### src/wavhp_pkg.sv
// wavhp_pkg: shared types and constants for the wave header parser
// used by wavhp_parser and wav_header_parser; no dependencies
package wavhp_pkg;

  // bytes of a file that may be spent on the header
  localparam int unsigned HEADER_WINDOW = 1024;
  // byte position width, wide enough to hold the window itself
  localparam int unsigned POS_W = $clog2(HEADER_WINDOW + 1);
  localparam int unsigned OFFSET_W = 11;
  localparam int unsigned RESULT_W = 176;

  // chunk tags as they sit in the four-byte shift field
  localparam logic [31:0] TAG_RIFF = 32'h4646_4952;
  localparam logic [31:0] TAG_WAVE = 32'h4556_4157;
  localparam logic [31:0] TAG_FMT  = 32'h2074_6D66;
  localparam logic [31:0] TAG_FACT = 32'h7463_6166;
  localparam logic [31:0] TAG_DATA = 32'h6174_6164;

  localparam logic [31:0] FMT_LEN_PCM = 32'h0000_0010;
  localparam logic [15:0] FORMAT_PCM = 16'd1;
  localparam logic [15:0] BITS_16 = 16'd16;
  // first byte after the fmt chunk, and after fact chunk header
  localparam logic [POS_W-1:0] DATA_TAG_DEFAULT = POS_W'(36);
  localparam int unsigned FACT_END = 46;

  typedef enum logic [3:0] {
    ST_OK      = 4'd0,
    ST_RIFF    = 4'd1,
    ST_WAVE    = 4'd2,
    ST_FMT     = 4'd3,
    ST_NOT_PCM = 4'd4,
    ST_NOT_16  = 4'd5,
    ST_CBSIZE  = 4'd6,
    ST_FACT    = 4'd7,
    ST_DATA    = 4'd8,
    ST_LONG    = 4'd9
  } wavhp_status_t;

  // result item, first member in the top bits
  typedef struct packed {
    logic                pad;
    logic [OFFSET_W-1:0] data_offset;
    logic [31:0]         data_size;
    logic [15:0]         block_align;
    logic [31:0]         byte_rate;
    logic [31:0]         sample_rate;
    logic [15:0]         channel_count;
    logic [31:0]         chunk_size;
    wavhp_status_t       status;
  } wavhp_result_t;

  // one byte handed to the parse stage
  typedef struct packed {
    logic       en;
    logic       start;
    logic [7:0] data_byte;
  } wavhp_step_t;

endpackage

### src/wavhp_parser.sv
// wavhp_parser: per-byte header state and field checks, one byte a cycle while step.en is high
// depends on wavhp_pkg
module wavhp_parser (
  input  logic                    clk,
  input  logic                    rst,
  input  wavhp_pkg::wavhp_step_t  step,
  output logic                    emit,
  output wavhp_pkg::wavhp_result_t result
);

  localparam int unsigned PW = wavhp_pkg::POS_W;

  logic [PW-1:0] pos, pos_next, pos_e;
  logic [31:0]   shift, shift_next, shift_e;
  logic          fact, fact_next, fact_e;
  logic [PW-1:0] dtp, dtp_next, dtp_e;
  logic [31:0]   csize, csize_next, csize_e;
  logic [15:0]   chans, chans_next, chans_e;
  logic [15:0]   balign, balign_next, balign_e;
  logic [31:0]   srate, srate_next, srate_e;
  logic [31:0]   brate, brate_next, brate_e;
  logic          done, done_next, done_e;

  logic [31:0]   acc;
  logic [15:0]   hi;
  logic [PW:0]   pos_w, tag_end, size_end;
  wavhp_pkg::wavhp_status_t st;
  logic [31:0]   dsize;
  logic [PW-1:0] doff;
  logic          ok;

  assign acc      = {step.data_byte, shift_e[31:8]};
  assign hi       = acc[31:16];
  assign pos_w    = {1'b0, pos_e};
  assign tag_end  = {1'b0, dtp_e} + (PW+1)'(3);
  assign size_end = {1'b0, dtp_e} + (PW+1)'(7);

  // restart values, then the checks for the byte at this position
  always_comb begin
    pos_e   = step.start ? '0 : pos;
    shift_e = step.start ? '0 : shift;
    fact_e  = step.start ? 1'b0 : fact;
    dtp_e   = step.start ? wavhp_pkg::DATA_TAG_DEFAULT : dtp;
    csize_e = step.start ? '0 : csize;
    chans_e = step.start ? '0 : chans;
    balign_e = step.start ? '0 : balign;
    srate_e = step.start ? '0 : srate;
    brate_e = step.start ? '0 : brate;
    done_e  = step.start ? 1'b0 : done;

    pos_next = pos;  shift_next = shift;  fact_next = fact;  dtp_next = dtp;
    csize_next = csize;  chans_next = chans;  balign_next = balign;
    srate_next = srate;  brate_next = brate;  done_next = done;
    emit = 1'b0;
    st = wavhp_pkg::ST_OK;
    dsize = '0;
    doff = '0;

    if (step.en) begin
      pos_next = pos_e;  shift_next = shift_e;  fact_next = fact_e;  dtp_next = dtp_e;
      csize_next = csize_e;  chans_next = chans_e;  balign_next = balign_e;
      srate_next = srate_e;  brate_next = brate_e;  done_next = done_e;
      if (!done_e) begin
        if (pos_w >= (PW+1)'(wavhp_pkg::HEADER_WINDOW)) begin
          emit = 1'b1;
          st = wavhp_pkg::ST_LONG;
        end else begin
          shift_next = acc;
          priority if (pos_e == PW'(3)) begin
            if (acc != wavhp_pkg::TAG_RIFF) begin emit = 1'b1; st = wavhp_pkg::ST_RIFF; end
          end else if (pos_e == PW'(7)) begin
            csize_next = acc;
          end else if (pos_e == PW'(11)) begin
            if (acc != wavhp_pkg::TAG_WAVE) begin emit = 1'b1; st = wavhp_pkg::ST_WAVE; end
          end else if (pos_e == PW'(15)) begin
            if (acc != wavhp_pkg::TAG_FMT) begin emit = 1'b1; st = wavhp_pkg::ST_FMT; end
          end else if (pos_e == PW'(19)) begin
            fact_next = (acc != wavhp_pkg::FMT_LEN_PCM);
          end else if (pos_e == PW'(21)) begin
            if (hi != wavhp_pkg::FORMAT_PCM) begin
              emit = 1'b1; st = wavhp_pkg::ST_NOT_PCM;
            end
          end else if (pos_e == PW'(23)) begin
            chans_next = hi;
          end else if (pos_e == PW'(27)) begin
            srate_next = acc;
          end else if (pos_e == PW'(31)) begin
            brate_next = acc;
          end else if (pos_e == PW'(33)) begin
            balign_next = hi;
          end else if (pos_e == PW'(35)) begin
            if (hi != wavhp_pkg::BITS_16) begin emit = 1'b1; st = wavhp_pkg::ST_NOT_16; end
          end else if (fact_e && pos_e <= PW'(45)) begin
            // cbSize, fact tag and fact size
            if (pos_e == PW'(37)) begin
              if (hi != 16'd0) begin emit = 1'b1; st = wavhp_pkg::ST_CBSIZE; end
            end else if (pos_e == PW'(41)) begin
              if (acc != wavhp_pkg::TAG_FACT) begin emit = 1'b1; st = wavhp_pkg::ST_FACT; end
            end else if (pos_e == PW'(45)) begin
              if (acc > 32'(wavhp_pkg::HEADER_WINDOW - wavhp_pkg::FACT_END)) begin
                dtp_next = PW'(wavhp_pkg::HEADER_WINDOW);
              end else begin
                dtp_next = PW'(wavhp_pkg::FACT_END) + acc[PW-1:0];
              end
            end
          end else if (pos_e > PW'(35)) begin
            // data tag and data size
            if (pos_w == tag_end) begin
              if (acc != wavhp_pkg::TAG_DATA) begin emit = 1'b1; st = wavhp_pkg::ST_DATA; end
            end else if (pos_w == size_end) begin
              emit = 1'b1;
              st = wavhp_pkg::ST_OK;
              dsize = acc;
              doff = dtp_e + PW'(8);
            end
          end else begin
            // bytes inside a fixed field carry no check
          end
          if (!emit) pos_next = pos_e + PW'(1);
        end
        if (emit) done_next = 1'b1;
      end
    end
  end

  // result fields, format fields only on success
  assign ok = (st == wavhp_pkg::ST_OK);
  always_comb begin
    result.pad           = 1'b0;
    result.status        = st;
    result.chunk_size    = csize_e;
    result.channel_count = ok ? chans_e : '0;
    result.sample_rate   = ok ? srate_e : '0;
    result.byte_rate     = ok ? brate_e : '0;
    result.block_align   = ok ? balign_e : '0;
    result.data_size     = ok ? dsize : '0;
    result.data_offset   = ok ? wavhp_pkg::OFFSET_W'(doff) : '0;
  end

  // parse state
  always_ff @(posedge clk) begin
    if (rst) begin
      pos <= '0;
      shift <= '0;
      fact <= 1'b0;
      dtp <= wavhp_pkg::DATA_TAG_DEFAULT;
      csize <= '0;
      chans <= '0;
      balign <= '0;
      srate <= '0;
      brate <= '0;
      done <= 1'b1;
    end else begin
      pos <= pos_next;
      shift <= shift_next;
      fact <= fact_next;
      dtp <= dtp_next;
      csize <= csize_next;
      chans <= chans_next;
      balign <= balign_next;
      srate <= srate_next;
      brate <= brate_next;
      done <= done_next;
    end
  end

  // position never runs past the window
  a_pos_range: assert property (@(posedge clk) disable iff (rst)
    pos <= PW'(wavhp_pkg::HEADER_WINDOW))
    else $error("byte position beyond header window");

  // data tag position stays between its default and the window
  a_dtp_range: assert property (@(posedge clk) disable iff (rst)
    dtp >= wavhp_pkg::DATA_TAG_DEFAULT && dtp <= PW'(wavhp_pkg::HEADER_WINDOW))
    else $error("data tag position out of range");

  // a result ends the file until the next start
  a_emit_done: assert property (@(posedge clk) disable iff (rst)
    step.en && emit |=> done)
    else $error("parser still active after result");

  // a successful result places the sample data after the fmt chunk
  a_ok_offset: assert property (@(posedge clk) disable iff (rst)
    emit && st == wavhp_pkg::ST_OK |-> doff >= PW'(44))
    else $error("data offset too small for a valid header");

endmodule

### src/wav_header_parser.sv
// wav_header_parser: top level, input register, parse stage and result register
// depends on wavhp_pkg and wavhp_parser
//
// Streams a file one byte per item and parses its RIFF/WAVE PCM header. A byte
// with s_tuser high is byte 0 of a new file; bytes seen after a result, or
// before any start, are dropped. At most one result item comes per file: at
// the last byte of the first field that fails, at the last byte of the data
// chunk size, or at the first byte past the header window. One byte is taken
// every cycle unless the input side stalls; a byte passes from the input
// register through the parse logic into the result register, which offers
// the result. The input side stalls only while a byte waits in the input
// register and the result register is full and not being taken.
module wav_header_parser (
  input  logic                         clk,
  input  logic                         rst,
  input  logic                         s_tvalid,
  output logic                         s_tready,
  input  logic [7:0]                   s_tdata,   // data_byte
  input  logic                         s_tuser,   // start_flag
  output logic                         m_tvalid,
  input  logic                         m_tready,
  // status[3:0], chunk_size[35:4], channel_count[51:36], sample_rate[83:52],
  // byte_rate[115:84], block_align[131:116], data_size[163:132],
  // data_offset[174:164], zero[175]
  output logic [wavhp_pkg::RESULT_W-1:0] m_tdata
);

  logic       in_valid;
  logic [7:0] in_byte;
  logic       in_start;
  logic       advance;
  logic       emit;
  wavhp_pkg::wavhp_step_t   step;
  wavhp_pkg::wavhp_result_t result;
  wavhp_pkg::wavhp_result_t out_data;

  // the parse stage moves when the result register can take a result
  assign advance  = !m_tvalid || m_tready;
  assign s_tready = !in_valid || advance;

  // input register
  always_ff @(posedge clk) begin
    if (rst) begin
      in_valid <= 1'b0;
    end else if (s_tready) begin
      in_valid <= s_tvalid;
    end
  end

  always_ff @(posedge clk) begin
    if (s_tready && s_tvalid) begin
      in_byte  <= s_tdata;
      in_start <= s_tuser;
    end
  end

  assign step.en        = in_valid && advance;
  assign step.start     = in_start;
  assign step.data_byte = in_byte;

  wavhp_parser u_parser (
    .clk    (clk),
    .rst    (rst),
    .step   (step),
    .emit   (emit),
    .result (result)
  );

  // result register
  always_ff @(posedge clk) begin
    if (rst) begin
      m_tvalid <= 1'b0;
    end else if (advance) begin
      m_tvalid <= step.en && emit;
    end
  end

  always_ff @(posedge clk) begin
    if (step.en && emit) begin
      out_data <= result;
    end
  end

  assign m_tdata = out_data;

  // a failed header never reports format fields
  a_err_zero: assert property (@(posedge clk) disable iff (rst)
    m_tvalid && out_data.status != wavhp_pkg::ST_OK |->
      out_data.sample_rate == '0 && out_data.data_offset == '0)
    else $error("error result carries format fields");

  // a byte held in the input register is not lost while the output stalls
  a_hold_input: assert property (@(posedge clk) disable iff (rst)
    in_valid && !advance |=> in_valid && $stable(in_byte))
    else $error("stalled byte dropped");

endmodule

### config.mk
export PLATFORM = sky130hd
export DESIGN_NAME = wav_header_parser
export DESIGN_NICKNAME = d
export VERILOG_FILES = /design/src/wavhp_pkg.sv /design/src/wavhp_parser.sv /design/src/wav_header_parser.sv
export SDC_FILE = /design/constraint.sdc
export NUM_CORES = 1
export LEC_CHECK = 0
export BUFFER_PORTS_ARGS = -buffer_cell sky130_fd_sc_hd__buf_2
export CAP_MARGIN = 20
export CORE_MARGIN = 2
export CORE_UTILIZATION = 55
export DETAILED_ROUTE_END_ITERATION = 10
export PLACE_DENSITY = 0.76
export REMOVE_ABC_BUFFERS = 1
export SLEW_MARGIN = 40
export SYNTH_ARGS = -nofsm -noshare
export SYNTH_HDL_FRONTEND = slang
export SYNTH_SLANG_ARGS = --single-unit
export TNS_END_PERCENT = 20
### constraint.sdc
create_clock -name clk -period 15 [get_ports clk]
set_clock_uncertainty 0.15 [all_clocks]
set_input_delay 0 -clock clk [delete_from_list [all_inputs] [get_ports clk]]
set_output_delay 0 -clock clk [all_outputs]
set_load 0.03 [all_outputs]
Yosys cells after proc, flatten, opt, wreduce, memory -nomap -nowiden
Cells that the tools add are included.
W data, S select, Z words.
{"block": "classes", "n_addsub": 5, "multipliers": 0, "div": 0, "order_cmp": 4, "eq_ne": 24, "shifts": 0, "muxes": 148, "bitwise": 4, "n_reduce_logical": 11}
{"op": "$mux W32", "count": 31}
{"op": "$mux W16", "count": 23}
{"op": "$mux W11", "count": 23}
{"op": "$ne A32 B31 Y1 const B", "count": 4}
{"op": "$mux W4", "count": 20}
{"op": "$eq A11 B5 Y1 const B", "count": 5}
{"op": "$eq A11 B6 Y1 const B", "count": 5}
{"op": "$mux W1", "count": 45}
{"op": "$gt A32 B10 Y1 const B", "count": 1}
{"op": "$ne A32 B30 Y1 const B", "count": 1}
{"op": "$ne A32 B5 Y1 const B", "count": 1}
{"op": "$eq A11 B12 Y1", "count": 2}
{"op": "$eq A11 B4 Y1 const B", "count": 2}
{"op": "$reduce_or A19 Y1", "count": 1}
{"op": "$ne A16 B1 Y1 const B", "count": 1}
{"op": "$ne A16 B5 Y1 const B", "count": 1}
{"op": "$reduce_bool A16 Y1", "count": 1}
{"op": "$add A11 B2 Y12 const B", "count": 1}
{"op": "$add A11 B3 Y12 const B", "count": 1}
{"op": "$mux W3", "count": 4}
{"op": "$add A11 B1 Y11 const B", "count": 1}
{"op": "$add A11 B4 Y11 const B", "count": 1}
{"op": "$add A6 B11 Y11 const A", "count": 1}
{"op": "$eq A11 B2 Y1 const B", "count": 1}
{"op": "other kinds (10)", "count": 19}
{"block": "totals", "regBits": 370, "latch_bits": 0, "ram_bits": 0, "mem_bits_ro": 0, "inputBits": 13, "output_inout_bits": 178, "mem_count": 0}

Logic depth before layout (Yosys ltp)
{"block": "logic_depth", "word_depth": 27, "ltp_mapped": 19}

Modules after synthesis
Synthesis repeated with hierarchy kept, for this count alone.
{"block": "hier_totals", "hier_cells": 1440, "area_unflattened_um2": 15190.8}
{"module": "wavhp_parser", "n_inst": 1, "cells_per_inst": 1244, "area_each_um2": 9532.9, "seq_area_each_um2": 3523.4}
{"module": "wav_header_parser", "n_inst": 1, "cells_per_inst": 196, "area_each_um2": 5657.9, "seq_area_each_um2": 5595.4}

Worst setup path before layout
OpenSTA, ideal clock, no wires.
{"block": "synth_path", "path_kind": "flip-flop to flip-flop", "from": "register in_start", "to": "register out_data (netlist bit m_tdata[0]), enable pin", "setup_ps": 527, "arrival_ps": 7633, "path_slack_ps": 6690, "path_stages_with_launch": 19, "n_path_buf": 7, "period_less_slack_ps": 8310, "path_cell_list": "edfxtp_1 -> clkbuf_1 -> buf_2 -> clkbuf_1 -> clkbuf_1 -> clkbuf_1 -> clkbuf_1 -> nor2b_1 -> ha_1 -> and2_1 -> or4b_2 -> o211ai_1 -> a2bb2oi_1 -> a2111oi_0 -> o21a_1 -> o22a_1 -> buf_6 -> nand2_1 -> inv_1"}
{"block": "synth_between", "elab_chain_len": 27, "elab_cells_between_ends": 68, "classes_between": "add/sub: 2; order compare: 3; eq/ne: 22; mux: 38; reduce/logical: 3"}
{"element": "start, declared", "line_no": "wav_header_parser.sv:30", "rtl": "logic in_start;"}
{"element": "start signal, assigned", "line_no": "wav_header_parser.sv:53", "rtl": "in_start <= s_tuser;"}
{"element": "$mux W11", "line_no": "wavhp_parser.sv:43", "rtl": "dtp_e = step.start ? wavhp_pkg::DATA_TAG_DEFAULT : dtp;"}
{"element": "$add A11 B3 Y12", "line_no": "wavhp_parser.sv:36", "rtl": "assign size_end = {1'b0, dtp_e} + (PW+1)'(7);"}
{"element": "$eq A11 B12 Y1", "line_no": "wavhp_parser.sv:110", "rtl": "end else if (pos_w == size_end) begin"}
{"element": "$mux W1", "line_no": "wavhp_parser.sv:110"}
{"element": "$mux W1", "line_no": "wavhp_parser.sv:108", "rtl": "if (pos_w == tag_end) begin"}
{"element": "$mux W1", "line_no": "wavhp_parser.sv:106", "rtl": "end else if (pos_e > PW'(35)) begin"}
{"element": "$mux W1", "line_no": "wavhp_parser.sv:93", "rtl": "end else if (fact_e && pos_e <= PW'(45)) begin"}
{"element": "$mux W1", "line_no": "wavhp_parser.sv:91", "rtl": "end else if (pos_e == PW'(35)) begin"}
{"element": "[... 11 more ...]"}
{"element": "$mux W1", "line_no": "wavhp_parser.sv:63", "rtl": "if (!done_e) begin"}
{"element": "$mux W1", "line_no": "wavhp_parser.sv:59", "rtl": "if (step.en) begin"}
{"element": "$mux W1", "line_no": "wavhp_parser.sv:64", "rtl": "if (pos_w >= (PW+1)'(wavhp_pkg::HEADER_WINDOW)) begin"}
{"element": "$mux W1", "line_no": "wavhp_parser.sv:63"}
{"element": "$mux W1", "line_no": "wavhp_parser.sv:59"}
{"element": "$mux W1 *", "line_no": "wavhp_parser.sv:63"}
{"element": "$mux W1 *", "line_no": "wavhp_parser.sv:59"}
{"element": "$logic_and A1 B1 Y1 *", "line_no": "wav_header_parser.sv:79", "rtl": "if (step.en && emit) begin"}
{"element": "end signal, assigned", "line_no": "wav_header_parser.sv:80", "rtl": "out_data <= result;"}
{"element": "end, declared", "line_no": "wav_header_parser.sv:35", "rtl": "wavhp_pkg::wavhp_result_t out_data;"}
Every way passes the cells marked *; elsewhere a longest branch is shown, timed or not. The select of a mux whose other input is x is not followed.
A chain may end at the register's enable or synchronous reset.

Worst setup path in the final report
{"block": "layout_path", "from": "register in_start", "to": "register out_data (netlist bit m_tdata[96]), enable pin"}
The elaborated chain is that of the path after synthesis.

==> impl_metrics.tcl <==
set metrics [dict create \
    area_growth_pct 16.76 \
    synth_area_leader_cell "edfxtp_1" \
    die-area_um2 28970 \
    synth_cell_types 80 \
    fin_area_um2 17740 \
    layout-drive-gt1-share_pct 18.65 \
    cp-end-kind "register" \
    avgSynthCellArea_um2 10.54 \
    pwr-share-clk_pct 45.6 \
    die_x_um 170.2 \
    slowest_stage "buf_6" \
    grt.busiest_layer "met2" \
    cp-endpoint "m_tdata[96]" \
    crit_start "in_start" \
    irDropWorstVdd_uv 60.29 \
    grt_util_met3_pct 3.093 \
    reg2reg_slack_ns 8.79 \
    worst_slack_ns 8.794 \
    cp_max_fo 94 \
    min_period_over_period_pct 41.37 \
    total_power_mw 2.032 \
    rsz0062_at_grt "no" \
    status "complete, no violations" \
    cts-buffers-inserted 36 \
    antenna_found_initial 0 \
    dr.pass1.iters 6 \
    cts-root-buf "clkbuf_16" \
    crit_type "register to register" \
    p_comb_share_pct 3.0 \
    portBuffers 189 \
    yosysTopAreaCellShare_pct 36.36 \
    first_global_vias 10940 \
    p_int_mw 1.589 \
    critPathArrivalTime_ns 6.21 \
    grt_util_met2_pct 44.47 \
    syn_inst 1442 \
    slew_viol_final 0 \
    leakagePower_nw 5.860 \
    cp_cell_sequence "buf_4 -> buf_6 -> nor2b_1 -> ha_1 -> and2_1 -> or4b_2 -> o211ai_1 -> a2bb2oi_1 -> a2111oi_1 -> o21a_1 -> o22a_1 -> nand2_1 -> inv_8 -> buf_6" \
    switching_share_pct 21.77 \
    yosysMostFrequentCell "nor2_1" \
    worstHoldPathType "primary input to register" \
    start_util_pct 56.23 \
    met1_usage_pct 38.16 \
    num_rows 60 \
    place_congestion 0.9432 \
    dp_hpwl_mm 25.50 \
    power_density_nw_per_um2 114.5 \
    drt_iter0_markers 1155 \
    hold_viol_final 0 \
    max_slew_margin_pct 46.46 \
    synth_flop_cell "edfxtp_1" \
    cts.sinks 362 \
    setup_viol 0 \
    reg2reg_to "m_tdata[96]" \
    reg2regPathDepth 14 \
    routedWlPerCell_um 20.61 \
    ant_nets 0 \
    slowest_delay_ns 0.66 \
    min-delay-start "s_tdata[3]" \
    clk_path_buf_depth 3 \
    startpoint_type "register" \
    synth.area.top_cells "edfxtp_1, dfxtp_1, a22oi_1" \
    worstPathRequired_ns 15.00 \
    die_h_um 170.2 \
    yosysSeqAreaShare_pct 59.81 \
    overflow 0 \
    num_io_pins 191 \
    ys_warn_count 0 \
    async_flop_share_pct 0 \
    post_cts_resized 0 \
    htreeDepth 2 \
    place_area_um2 16350 \
    p_seq_share_pct 51.4 \
    grt_pass1_wl_mm 61.86 \
    netlist_area_um2 15200 \
    ys_ff_latch 362 \
    crit_top_cell "buf_6" \
    viasPerCell 6.007 \
    synth-edff-count 184 \
    cts_tree "built" \
    dp_worst_setup_slack_ns 8.384 \
    drcViolationCount 0 \
    synth_top_cells_by_count "nor2_1, edfxtp_1, dfxtp_1" \
    grt_max_degree 97 \
    routed_wl_mm 40.30 \
    maxCapViolations 0 \
    clk_pin_slew_ns 0.06 \
    finalNetCount 1604 \
    clkLatencyLatePin_ns 0.54 \
    fmax_mhz 161.1 \
    period_needed_ns 6.206 \
    dr_total_vias 11740 \
    diodes 0 \
    grt.total_usage_pct 27.28 \
    tns_ns 0 \
    tightestPinTransition_ns 0.8031 \
    r2r_start "in_start" \
    coreArea_um2 27030 \
    p_switching_mw 0.4424 \
]
## placed cells by master, fill, tap and decap left out, drive strengths merged, types with 20 or more instances in the layout
cell type,count
nand2,92
nor3,27
a21oi,66
o21ai,36
dfxtp,178
nand3,20
edfxtp,184
nor2,201
and2,103
a22oi,128
buf,207
inv,22
clkbuf,49
nor2b,73
## sequential cells by signal (all words and copies together), names as in the netlist, 8 cells and up
| signal | flops |
|---|---|
| m_tdata | 175 |
| u_parser.brate | 32 |
| u_parser.csize | 32 |
| u_parser.srate | 32 |
| u_parser.shift | 24 |
| u_parser.balign | 16 |
| u_parser.chans | 16 |
| u_parser.dtp | 11 |
| u_parser.pos | 11 |
| in_byte | 8 |
## metal layers
metal | part of all wire (%) | vias to the layer above | routed length, um
met2 | 48 | 548 | 19230
li1 | - | 5417 | -
met3 | 6.6 | 93 | 2679
met1 | 43 | 5685 | 17160
met5 | 0 | - | 0
met4 | 3.0 | 0 | 1221
## through the flow
step	hold WS, ns	utilization [%]	instances
after global routing	0.02160	65.65	1955
after floorplan	-0.08093	-	1327
after CTS	0.02322	65.61	1955
after detailed placement	0.03114	60.50	1875
after global placement	0.02906	60.32	1873
final	0.03072	65.65	1955
## cell families after synthesis
kind of cell,after synthesis,share of synthesized area [%]
simple gates,622,21.52
flops,362,59.81
compound gates,281,12.57
buf+inv,136,3.508
xor+xnor,26,1.499
mux,9,0.6504
fa+ha+maj,5,0.4117
other cells,1,0.02468
## worst min path at each step
stage	endpoint	slack [ns]	cells past startpoint
after floorplan	in_valid	-0.08	1
after global placement	in_byte[0]	0.03	1
after detailed placement	in_byte[6]	0.03	1
after CTS	in_byte[3]	0.02	2
after global routing	in_start	0.02	2
final	in_byte[3]	0.03	2
## power groups by stage
| stage | clock network, mW | logic (mW) | registers, mW |
|---|---|---|---|
| after CTS | 0.937 | 0.0602 | 1.04 |
| after global placement | 0 | 0.0558 | 1.07 |
| after floorplan | 0 | 0.0238 | 1.07 |
| after global routing | 0.977 | 0.0664 | 1.04 |
| final | 0.926 | 0.0615 | 1.04 |
| after detailed placement | 0 | 0.0574 | 1.07 |
## critical path: cells and delay by family (launching register included)
| family | cells | cell delay (ns) |
|---|---|---|
| buf+inv | 4 | 2.24 |
| flops | 1 | 0.35 |
| simple gates | 4 | 1.26 |
| fa+ha+maj | 1 | 0.30 |
| compound gates | 5 | 1.39 |
## final cells by class
| type | instances | area [um2] |
|---|---|---|
| inverter | 21 | 86.33 |
| fill | 2071 | 9284 |
| sequential | 362 | 9089 |
| timing repair buffer | 221 | 1257 |
| tap | 341 | 426.7 |
| clock buffer | 49 | 1030 |
| multi-input combinational | 944 | 5644 |
| clock inverter | 17 | 209.0 |
## timing repair
| item | 4_1_cts | 5_1_grt |
|---|---|---|
| hold buffers | 14 | 0 |
| hold endpoints to repair | 103 | 0 |
| setup buffers | 0 | 0 |
Note: power is estimated with default switching activity, not from simulation.
